**src/hw/rtl/qsf_pkg.sv**
```systemverilog
// ---------------------------------------------------------------------------
// qsf_pkg: shared types for the quadratic spline flattener
// Beat layouts of both channels, the segment record passed from the front
// end to the back end, and queue status.
// ---------------------------------------------------------------------------
package qsf_pkg;

    localparam int COORD_W = 24;

    typedef logic signed [COORD_W-1:0] t_coord;

    localparam t_coord COORD_MAX = t_coord'(24'sh7FFFFF);

    // input beat: one control point
    typedef struct packed {
        t_coord point_x;
        t_coord point_y;
        logic   first_point;
        logic   last_point;
    } t_point_in;

    // output beat: one flattened point
    typedef struct packed {
        t_coord curve_x;
        t_coord curve_y;
        logic   segment_end;
        logic   outline_end;
    } t_point_out;

    // one quadratic segment: start, control, end
    typedef struct packed {
        t_coord p0_x;
        t_coord p0_y;
        t_coord p1_x;
        t_coord p1_y;
        t_coord p2_x;
        t_coord p2_y;
        logic   final_seg;
    } t_seg;

    // segment queue status
    typedef struct packed {
        logic full;
        logic empty;
    } t_fifo_stat;

endpackage

```
**src/hw/rtl/qsf_front.sv**
```systemverilog
// ---------------------------------------------------------------------------
// qsf_front: point classifier
// Tracks start point, pending control point and outline state, and turns
// segment-closing points into segment records for the queue.
// ---------------------------------------------------------------------------
module qsf_front (
    input  logic                i_clk,
    input  logic                i_rst_n,
    input  qsf_pkg::t_point_in  i_point,
    input  logic                i_point_valid,
    output logic                o_point_stall,
    input  qsf_pkg::t_fifo_stat i_fifo_stat,
    output logic                o_push,
    output qsf_pkg::t_seg       o_seg
);
    import qsf_pkg::*;

    t_coord r_start_x, n_start_x;
    t_coord r_start_y, n_start_y;
    t_coord r_ctrl_x, n_ctrl_x;
    t_coord r_ctrl_y, n_ctrl_y;
    logic   r_ctrl_valid, n_ctrl_valid;
    logic   r_open, n_open;

    logic                     accept;
    logic signed [COORD_W:0]  sum_x, sum_y;
    t_coord                   mid_x, mid_y;

    // hold off only when the queue cannot take a segment
    assign o_point_stall = i_fifo_stat.full;
    assign accept        = i_point_valid && !i_fifo_stat.full;

    // midpoint of pending control and new point, rounded down
    assign sum_x = (COORD_W+1)'(i_point.point_x) + (COORD_W+1)'(r_ctrl_x);
    assign sum_y = (COORD_W+1)'(i_point.point_y) + (COORD_W+1)'(r_ctrl_y);
    assign mid_x = sum_x[COORD_W:1];
    assign mid_y = sum_y[COORD_W:1];

    // classify the beat
    always_comb begin
        n_start_x    = r_start_x;
        n_start_y    = r_start_y;
        n_ctrl_x     = r_ctrl_x;
        n_ctrl_y     = r_ctrl_y;
        n_ctrl_valid = r_ctrl_valid;
        n_open       = r_open;
        o_push       = 1'b0;
        o_seg.p0_x      = r_start_x;
        o_seg.p0_y      = r_start_y;
        o_seg.p1_x      = r_ctrl_x;
        o_seg.p1_y      = r_ctrl_y;
        o_seg.p2_x      = mid_x;
        o_seg.p2_y      = mid_y;
        o_seg.final_seg = 1'b0;
        if (accept) begin
            if (i_point.first_point) begin
                n_start_x    = i_point.point_x;
                n_start_y    = i_point.point_y;
                n_ctrl_valid = 1'b0;
                n_open       = !i_point.last_point;
            end else if (r_open) begin
                if (i_point.last_point) begin
                    // final segment; straight when nothing is pending
                    if (!r_ctrl_valid) begin
                        o_seg.p1_x = i_point.point_x;
                        o_seg.p1_y = i_point.point_y;
                    end
                    o_seg.p2_x      = i_point.point_x;
                    o_seg.p2_y      = i_point.point_y;
                    o_seg.final_seg = 1'b1;
                    o_push          = 1'b1;
                    n_start_x       = i_point.point_x;
                    n_start_y       = i_point.point_y;
                    n_ctrl_valid    = 1'b0;
                    n_open          = 1'b0;
                end else if (!r_ctrl_valid) begin
                    n_ctrl_x     = i_point.point_x;
                    n_ctrl_y     = i_point.point_y;
                    n_ctrl_valid = 1'b1;
                end else begin
                    o_push    = 1'b1;
                    n_start_x = mid_x;
                    n_start_y = mid_y;
                    n_ctrl_x  = i_point.point_x;
                    n_ctrl_y  = i_point.point_y;
                end
            end
        end
    end

    always_ff @(posedge i_clk) begin
        if (!i_rst_n) begin
            r_start_x    <= '0;
            r_start_y    <= '0;
            r_ctrl_x     <= '0;
            r_ctrl_y     <= '0;
            r_ctrl_valid <= 1'b0;
            r_open       <= 1'b0;
        end else begin
            r_start_x    <= n_start_x;
            r_start_y    <= n_start_y;
            r_ctrl_x     <= n_ctrl_x;
            r_ctrl_y     <= n_ctrl_y;
            r_ctrl_valid <= n_ctrl_valid;
            r_open       <= n_open;
        end
    end

endmodule

```
**src/hw/rtl/qsf_seg_fifo.sv**
```systemverilog
// ---------------------------------------------------------------------------
// qsf_seg_fifo: two-entry segment queue
// Decouples the classifier from the flattening back end.
// ---------------------------------------------------------------------------
module qsf_seg_fifo (
    input  logic                i_clk,
    input  logic                i_rst_n,
    input  logic                i_push,
    input  qsf_pkg::t_seg       i_seg,
    input  logic                i_pop,
    output qsf_pkg::t_seg       o_seg,
    output qsf_pkg::t_fifo_stat o_stat
);
    import qsf_pkg::*;

    localparam int DEPTH = 2;
    localparam int AW    = $clog2(DEPTH);

    t_seg                 r_mem [DEPTH];
    logic [AW-1:0]        r_wr_ptr;
    logic [AW-1:0]        r_rd_ptr;
    logic [$clog2(DEPTH+1)-1:0] r_count;

    assign o_seg        = r_mem[r_rd_ptr];
    assign o_stat.full  = (r_count == ($clog2(DEPTH+1))'(DEPTH));
    assign o_stat.empty = (r_count == '0);

    // storage
    always_ff @(posedge i_clk) begin
        if (i_push) begin
            r_mem[r_wr_ptr] <= i_seg;
        end
    end

    // pointers and fill count
    always_ff @(posedge i_clk) begin
        if (!i_rst_n) begin
            r_wr_ptr <= '0;
            r_rd_ptr <= '0;
            r_count  <= '0;
        end else begin
            if (i_push) begin
                r_wr_ptr <= r_wr_ptr + 1'b1;
            end
            if (i_pop) begin
                r_rd_ptr <= r_rd_ptr + 1'b1;
            end
            if (i_push && !i_pop) begin
                r_count <= r_count + 1'b1;
            end else if (i_pop && !i_push) begin
                r_count <= r_count - 1'b1;
            end
        end
    end

endmodule

```
**src/hw/rtl/qsf_back.sv**
```systemverilog
// ---------------------------------------------------------------------------
// qsf_back: segment flattener
// Walks each segment with second-order forward differences, then divides
// by S^2 with rounding in a reciprocal-multiply pipeline.
// ---------------------------------------------------------------------------
module qsf_back #(
    parameter int SUBDIVISIONS = 7
) (
    input  logic                i_clk,
    input  logic                i_rst_n,
    input  qsf_pkg::t_seg       i_fifo_seg,
    input  qsf_pkg::t_fifo_stat i_fifo_stat,
    output logic                o_pop,
    output qsf_pkg::t_point_out o_curve,
    output logic                o_curve_valid,
    input  logic                i_curve_stall
);
    import qsf_pkg::*;

    localparam int S   = SUBDIVISIONS;
    localparam int D   = S * S;
    localparam int NW  = COORD_W + 1 + $clog2(D);
    localparam int SH  = $clog2(D + 1) - 1;
    localparam int BPW = NW - SH;
    localparam int MW  = BPW + 1;
    localparam int KW  = $clog2(S + 1);
    localparam logic [63:0] RECIP = (64'd1 << NW) / 64'(D);
    localparam logic [63:0] BIAS  = (64'd1 << (COORD_W - 1)) * 64'(D) + 64'(D / 2);

    typedef struct packed {
        logic signed [NW-1:0] acc;
        logic signed [NW-1:0] d1;
        logic signed [NW-1:0] d2;
    } t_diff;

    // num(k) = D*p0 + 2kS(p1-p0) + k^2(p0-2p1+p2); state at k = 1
    function automatic t_diff diff_init(input t_coord p0, input t_coord p1,
                                        input t_coord p2);
        logic signed [NW-1:0] a;
        logic signed [NW-1:0] b;
        logic signed [NW-1:0] d1_0;
        t_diff f;
        a     = NW'(p0) - (NW'(p1) <<< 1) + NW'(p2);
        b     = NW'(p1) - NW'(p0);
        d1_0  = NW'(b * NW'(2 * S)) + a;
        f.d2  = a <<< 1;
        f.acc = NW'(NW'(p0) * NW'(D)) + d1_0;
        f.d1  = d1_0 + f.d2;
        return f;
    endfunction

    // final quotient to coordinate: remove offset, clamp high side
    function automatic t_coord to_coord(input logic [MW-1:0] q);
        t_coord c;
        if (|q[MW-1:COORD_W]) begin
            c = COORD_MAX;
        end else begin
            c = t_coord'({~q[COORD_W-1], q[COORD_W-2:0]});
        end
        return c;
    endfunction

    logic adv;
    logic gen_fire;
    logic gen_done;
    t_diff init_x, init_y;

    // generator
    logic                 r_active;
    logic [KW-1:0]        r_k;
    logic                 r_final;
    logic signed [NW-1:0] r_acc_x, r_d1_x, r_d2_x;
    logic signed [NW-1:0] r_acc_y, r_d1_y, r_d2_y;

    // divide pipeline
    logic                  r_p1_valid, r_p1_seg_end, r_p1_final;
    logic [NW-1:0]         r_p1_bx, r_p1_by;
    logic                  r_p2_valid, r_p2_seg_end, r_p2_final;
    logic [NW-1:0]         r_p2_bx, r_p2_by;
    logic [BPW+MW-1:0]     r_p2_prod_x, r_p2_prod_y;
    logic                  r_p3_valid, r_p3_seg_end, r_p3_final;
    logic [MW-1:0]         r_p3_qx, r_p3_qy;
    logic [NW-1:0]         r_p3_rx, r_p3_ry;
    logic                  r_out_valid;
    t_point_out            r_out;

    logic [NW-1:0]         b_x, b_y;
    logic [BPW+MW-1:0]     prod_x, prod_y;
    logic [MW-1:0]         qe_x, qe_y;
    logic [NW-1:0]         rem_x, rem_y;
    logic [MW-1:0]         q_x, q_y;

    // whole pipeline moves when the output register is free or taken
    assign adv      = !r_out_valid || !i_curve_stall;
    assign gen_fire = r_active && adv;
    assign gen_done = gen_fire && (r_k == KW'(S));
    assign o_pop    = !i_fifo_stat.empty && (!r_active || gen_done);

    assign init_x = diff_init(i_fifo_seg.p0_x, i_fifo_seg.p1_x, i_fifo_seg.p2_x);
    assign init_y = diff_init(i_fifo_seg.p0_y, i_fifo_seg.p1_y, i_fifo_seg.p2_y);

    // generator control
    always_ff @(posedge i_clk) begin
        if (!i_rst_n) begin
            r_active <= 1'b0;
            r_k      <= '0;
        end else if (o_pop) begin
            r_active <= 1'b1;
            r_k      <= KW'(1);
        end else if (gen_done) begin
            r_active <= 1'b0;
        end else if (gen_fire) begin
            r_k <= r_k + 1'b1;
        end
    end

    // forward-difference accumulators
    always_ff @(posedge i_clk) begin
        if (o_pop) begin
            r_final <= i_fifo_seg.final_seg;
            r_acc_x <= init_x.acc;
            r_d1_x  <= init_x.d1;
            r_d2_x  <= init_x.d2;
            r_acc_y <= init_y.acc;
            r_d1_y  <= init_y.d1;
            r_d2_y  <= init_y.d2;
        end else if (gen_fire) begin
            r_acc_x <= r_acc_x + r_d1_x;
            r_d1_x  <= r_d1_x + r_d2_x;
            r_acc_y <= r_acc_y + r_d1_y;
            r_d1_y  <= r_d1_y + r_d2_y;
        end
    end

    // offset to unsigned and add half divisor for rounding
    assign b_x = r_acc_x + BIAS[NW-1:0];
    assign b_y = r_acc_y + BIAS[NW-1:0];

    // reciprocal estimate, at most two below the true quotient
    assign prod_x = r_p1_bx[NW-1:SH] * RECIP[MW-1:0];
    assign prod_y = r_p1_by[NW-1:SH] * RECIP[MW-1:0];
    assign qe_x   = r_p2_prod_x[BPW+MW-1:BPW];
    assign qe_y   = r_p2_prod_y[BPW+MW-1:BPW];
    assign rem_x  = r_p2_bx - (NW'(qe_x) * NW'(D));
    assign rem_y  = r_p2_by - (NW'(qe_y) * NW'(D));

    // correction from the remainder
    assign q_x = r_p3_qx + MW'(r_p3_rx >= NW'(D)) + MW'(r_p3_rx >= NW'(2 * D));
    assign q_y = r_p3_qy + MW'(r_p3_ry >= NW'(D)) + MW'(r_p3_ry >= NW'(2 * D));

    // stage valids
    always_ff @(posedge i_clk) begin
        if (!i_rst_n) begin
            r_p1_valid  <= 1'b0;
            r_p2_valid  <= 1'b0;
            r_p3_valid  <= 1'b0;
            r_out_valid <= 1'b0;
        end else if (adv) begin
            r_p1_valid  <= r_active;
            r_p2_valid  <= r_p1_valid;
            r_p3_valid  <= r_p2_valid;
            r_out_valid <= r_p3_valid;
        end
    end

    // stage data
    always_ff @(posedge i_clk) begin
        if (adv) begin
            r_p1_bx      <= b_x;
            r_p1_by      <= b_y;
            r_p1_seg_end <= (r_k == KW'(S));
            r_p1_final   <= r_final;
            r_p2_bx      <= r_p1_bx;
            r_p2_by      <= r_p1_by;
            r_p2_prod_x  <= prod_x;
            r_p2_prod_y  <= prod_y;
            r_p2_seg_end <= r_p1_seg_end;
            r_p2_final   <= r_p1_final;
            r_p3_qx      <= qe_x;
            r_p3_qy      <= qe_y;
            r_p3_rx      <= rem_x;
            r_p3_ry      <= rem_y;
            r_p3_seg_end <= r_p2_seg_end;
            r_p3_final   <= r_p2_final;
            r_out.curve_x     <= to_coord(q_x);
            r_out.curve_y     <= to_coord(q_y);
            r_out.segment_end <= r_p3_seg_end;
            r_out.outline_end <= r_p3_seg_end && r_p3_final;
        end
    end

    assign o_curve       = r_out;
    assign o_curve_valid = r_out_valid;

endmodule

```
**src/hw/rtl/quadratic_spline_flattener.sv**
```systemverilog
// ---------------------------------------------------------------------------
// quadratic_spline_flattener: quadratic outline flattening, Q12.12
// Path: segment queue, generator, p1, p2, p3, output register. Throughput:
// one output point per cycle unless the output stalls; the forward-difference
// generator's SUBDIVISIONS points per segment set the input rate.
// Reset (synchronous): outline closed, start/control zero, queue and
// pipeline empty; no clearing pass.
// ---------------------------------------------------------------------------
module quadratic_spline_flattener #(
    parameter int SUBDIVISIONS = 7
) (
    input  logic                i_clk,
    input  logic                i_rst_n,
    input  qsf_pkg::t_point_in  i_point,
    input  logic                i_point_valid,
    output logic                o_point_stall,
    output qsf_pkg::t_point_out o_curve,
    output logic                o_curve_valid,
    input  logic                i_curve_stall
);
    import qsf_pkg::*;

    logic       push;
    logic       pop;
    t_seg       seg_in;
    t_seg       seg_head;
    t_fifo_stat fifo_stat;

    // classifier
    qsf_front u_front (
        .i_clk         (i_clk),
        .i_rst_n       (i_rst_n),
        .i_point       (i_point),
        .i_point_valid (i_point_valid),
        .o_point_stall (o_point_stall),
        .i_fifo_stat   (fifo_stat),
        .o_push        (push),
        .o_seg         (seg_in)
    );

    // segment queue
    qsf_seg_fifo u_fifo (
        .i_clk   (i_clk),
        .i_rst_n (i_rst_n),
        .i_push  (push),
        .i_seg   (seg_in),
        .i_pop   (pop),
        .o_seg   (seg_head),
        .o_stat  (fifo_stat)
    );

    // flattener
    qsf_back #(
        .SUBDIVISIONS (SUBDIVISIONS)
    ) u_back (
        .i_clk         (i_clk),
        .i_rst_n       (i_rst_n),
        .i_fifo_seg    (seg_head),
        .i_fifo_stat   (fifo_stat),
        .o_pop         (pop),
        .o_curve       (o_curve),
        .o_curve_valid (o_curve_valid),
        .i_curve_stall (i_curve_stall)
    );

    // outline end only on a segment's last point
    a_outline_end_on_seg_end: assert property (@(posedge i_clk) disable iff (!i_rst_n)
        o_curve_valid && o_curve.outline_end |-> o_curve.segment_end)
        else $error("outline_end without segment_end");

    // reset empties the output register
    a_reset_clears_out: assert property (@(posedge i_clk)
        !i_rst_n |=> !o_curve_valid)
        else $error("output valid after reset");

    // queue status is consistent
    a_fifo_stat: assert property (@(posedge i_clk) disable iff (!i_rst_n)
        !(fifo_stat.full && fifo_stat.empty))
        else $error("segment queue both full and empty");

    // no segment pushed into a full queue
    a_no_overflow: assert property (@(posedge i_clk) disable iff (!i_rst_n)
        fifo_stat.full |-> !push)
        else $error("push into full segment queue");

endmodule
```
**config.mk**
```make
export PLATFORM = sky130hd
export DESIGN_NAME = quadratic_spline_flattener
export DESIGN_NICKNAME = d
export VERILOG_FILES = /design/src/hw/rtl/qsf_pkg.sv /design/src/hw/rtl/qsf_front.sv /design/src/hw/rtl/qsf_seg_fifo.sv /design/src/hw/rtl/qsf_back.sv /design/src/hw/rtl/quadratic_spline_flattener.sv
export SDC_FILE = /design/constraint.sdc
export NUM_CORES = 2
export LEC_CHECK = 0
export CORE_MARGIN = 4
export CORE_UTILIZATION = 40
export CTS_CLUSTER_SIZE = 16
export DETAILED_ROUTE_END_ITERATION = 16
export DONT_BUFFER_PORTS = 1
export SLEW_MARGIN = 20
export SYNTH_ARGS = -nofsm -noshare
export SYNTH_HDL_FRONTEND = slang
export SYNTH_SLANG_ARGS = --single-unit
```
**constraint.sdc**
```tcl
create_clock -name i_clk -period 14.75 [get_ports i_clk]
set_clock_uncertainty 0.1 [all_clocks]
set_input_delay 2.2125 -clock i_clk [delete_from_list [all_inputs] [get_ports i_clk]]
set_output_delay 2.2125 -clock i_clk [all_outputs]
set_load 0.01 [all_outputs]
```
==> impl_results.md <==
- Status: complete, no violations
- Critical Path Start Type: register
- Via/cell ratio: 5.10
- Post-synthesis async set-or-reset flop share: 0%
- Number of search-and-repair iterations in the first detailed-routing pass: 5
- Post-CTS setup repair buffer count: 0
- Element type at the critical path end: register
- H-Tree Level Count: 3
- Max Cap Viol: 0
- Post-synthesis area per instance: 10.2 sq um
- Post-CTS resize count: 0
- Achievable frequency: 79.6 MHz
- Floorplan core area: 228000 sq um
- Number of global-route vias before repair: 63600
- Worst-case reg-to-reg path depth: 47
- HPWL after DPL: 168000 um
- Clock root buffer: sky130_fd_sc_hd__clkbuf_16
- Min-Delay Startpoint: u_back.r_p1_by[2]
- Transition time at the pin with the least slew margin: 1.04 ns
- Synth Warn #: 0
- Later-pin clock latency in the skew report: 0.79 ns
- Post-synthesis cell area: 92000 sq um
- TritonCTS clock tree: done
- Buffers & Inverters on Critical Path: 6
- GRT Total Usage: 17.7%
- Post-Synthesis Net Count: 11200
- GRT overflow: 0
- Required time of the worst setup path: 15.15 ns
- Remaining antenna violation count after routing: 0
- Antenna violations before repair: 3
- Worst stage delay on the critical path: 0.95 ns
- Cell Rows: 175
- Global-route wire length before repair: 341000 um
- Setup repair after global routing missed its margin: no
- Placed cell areas: 95700 sq um
- Nets: 11300
- Die Area: 238000 sq um
- # DRC: 0
- Clock transition at the register clock pins on the worst setup and hold paths after CTS: 0.06 ns
- Number of cells produced by synthesis: 8992
- Routed len/inst: 17.3 um
- Die width: 488 um
- Most common cell after layout, fill and taps aside: sky130_fd_sc_hd__inv_1
- Last weighted congestion value of the routability-driven placer: 0.879
- Most frequent cells in the layout: 1611 x sky130_fd_sc_hd__inv_1, 1473 x sky130_fd_sc_hd__ha_1, 815 x sky130_fd_sc_hd__edfxtp_1, 726 x sky130_fd_sc_hd__fa_1, 540 x sky130_fd_sc_hd__nand2_1
- Setup slack of the worst register-to-register path: 2.19 ns
- Path type of the worst min-delay path: register to register
- Initial cell density of the core: 40.3%
- Number of flip-flops and latches in the synthesized netlist: 926
- Clock Sink Count: 926
- Hold Path Stages: 0
- R2r endpoint: u_back.r_acc_x[30]
- Y dimension of the die: 488 um
- Fin. Hold Viols: 0
- Fin. max-slew vios: 0
- Count of flip-flops with a built-in enable after synthesis: 815
- CP top delay family: compound AO/OA/AOI/OAI gates
- Antenna diode count: 0
- Data arrival time at the worst-slack endpoint: 12.95 ns
- Number of ports placed on the die boundary: 106
- Class of the most critical setup path: register to register
- Detailed router's first-iteration violation count: 3559
- Total vias in the final route: 61800
- Fraction of final layout cells with drive strength greater than 1: 4.16%
- Worst slew margin relative to its limit: 29.9%
- Clock buffers created by TritonCTS: 105
- Post-synth top flop: sky130_fd_sc_hd__edfxtp_1
- Routed wire length: 210000 um
- Pin count of the biggest net entering global routing: 164
- Slowest cell on crit path: sky130_fd_sc_hd__o41ai_1
- Clock period minus final worst setup slack: 12.56 ns
- Number of hold buffers added after CTS: 0
- Area of all placed cells without fillers: 99400 sq um
- Part of the Yosys area used for sequential elements: 29.0%
- Maximum number of buffers from clock root to sink: 3
- Fraction of the cycle the final worst path needs: 85.1%
- Setup total negative slack: 0 ns
- Maximum net fanout on the critical path: 45
- Hold Path End: u_back.r_p2_by[2]
- IO buf count: 0
- Number of gates on the worst path with buffers counted: 47
- Signed area change from the synthesized netlist to the final layout: 8.10%
- Total of endpoints with negative setup slack in the final report: 0
- Most frequent CP cell: sky130_fd_sc_hd__a21oi_1
- Synth cell types: 83
worst max path at each step:
stage	to	from
5_1_grt	u_back.r_acc_x[30]	register
3_5_place_dp	u_back.r_acc_x[30]	register
3_3_place_gp	u_back.r_acc_x[30]	register
6_report	u_back.r_acc_x[30]	register
4_1_cts	u_back.r_acc_x[30]	register
2_1_floorplan	u_back.r_acc_x[0]	i_curve_stall
Yosys cell counts, types with 98 or more instances:
cell type                  number  area share [%]
sky130_fd_sc_hd__fa_1         726              16
sky130_fd_sc_hd__dfxtp_1      111             2.4
sky130_fd_sc_hd__o21ai_0      349             1.9
sky130_fd_sc_hd__a21o_1       170             1.4
sky130_fd_sc_hd__xnor2_1      416             4.0
sky130_fd_sc_hd__o21a_1        98            0.80
sky130_fd_sc_hd__xor2_1       231             2.2
sky130_fd_sc_hd__nor3_1       113            0.61
sky130_fd_sc_hd__edfxtp_1     815              27
sky130_fd_sc_hd__nor2_1       451             1.8
sky130_fd_sc_hd__a21oi_1      510             2.8
sky130_fd_sc_hd__nand2_1      542             2.2
sky130_fd_sc_hd__mux2i_1      113             1.2
sky130_fd_sc_hd__ha_1        1473              20
sky130_fd_sc_hd__inv_1       1613             6.6
sky130_fd_sc_hd__nand3_1      116            0.63
registers in the layout (all words and copies together), names as in the netlist, 26 cells and up, named ones only:
signal and cells:
u_fifo.r_mem 290, u_back.o_curve 50, u_back.r_acc_x 31, u_back.r_acc_y 31, u_back.r_d1_x 31, u_back.r_d1_y 31
u_back.r_p1_bx 31, u_back.r_p1_by 31, u_back.r_p2_bx 31, u_back.r_p2_by 31, u_back.r_p3_rx 31, u_back.r_p3_ry 31
u_back.r_d2_x 27, u_back.r_d2_y 27, u_back.r_p2_prod_x 26, u_back.r_p2_prod_y 26, u_back.r_p3_qx 26, u_back.r_p3_qy 26
cell families after synthesis:
| group | share of synthesized area [%] |
|---|---|
| adders and majority gates | 35.8 |
| buffers and inverters | 7.07 |
| and+or+nand+nor | 8.43 |
| AOI/OAI and AO/OA | 11.0 |
| DFF | 29.0 |
| xor gates and xnor gates | 6.19 |
| muxes | 2.42 |
metrics by stage:
stage                     setup slack [ns]  std cells  hold WS (ns)  utilization, %
after floorplan                      0.579       8992         0.300               -
after global placement                2.59      11900         0.306            41.9
after detailed placement              2.39      11900         0.305            41.9
after CTS                             2.37      12100         0.318            43.6
after global routing                  1.26      12100         0.322            43.6
final                                 2.19      12100         0.317            43.6
metal layers:
layer / vias up / GRT usage, % / wire (um)
met5: - / 0 / 0
met4: 0 / 4.26 / 4970
met3: 225 / 2.03 / 7380
met2: 919 / 29.1 / 95600
met1: 29800 / 25.0 / 102000
li1: 30800 / - / -
area by class of cell:
type,count,area (sq um)
clock inverter,71,963
multi-input combinational,6335,58800
tap,3009,3760
inverter,1614,6060
clock buffer,125,2750
fill,21500,129000
timing repair buffer,41,333
sequential,926,26700
Power is not shown: default switching activity piles up to over one toggle a cycle in this logic, so the estimate is an artifact.
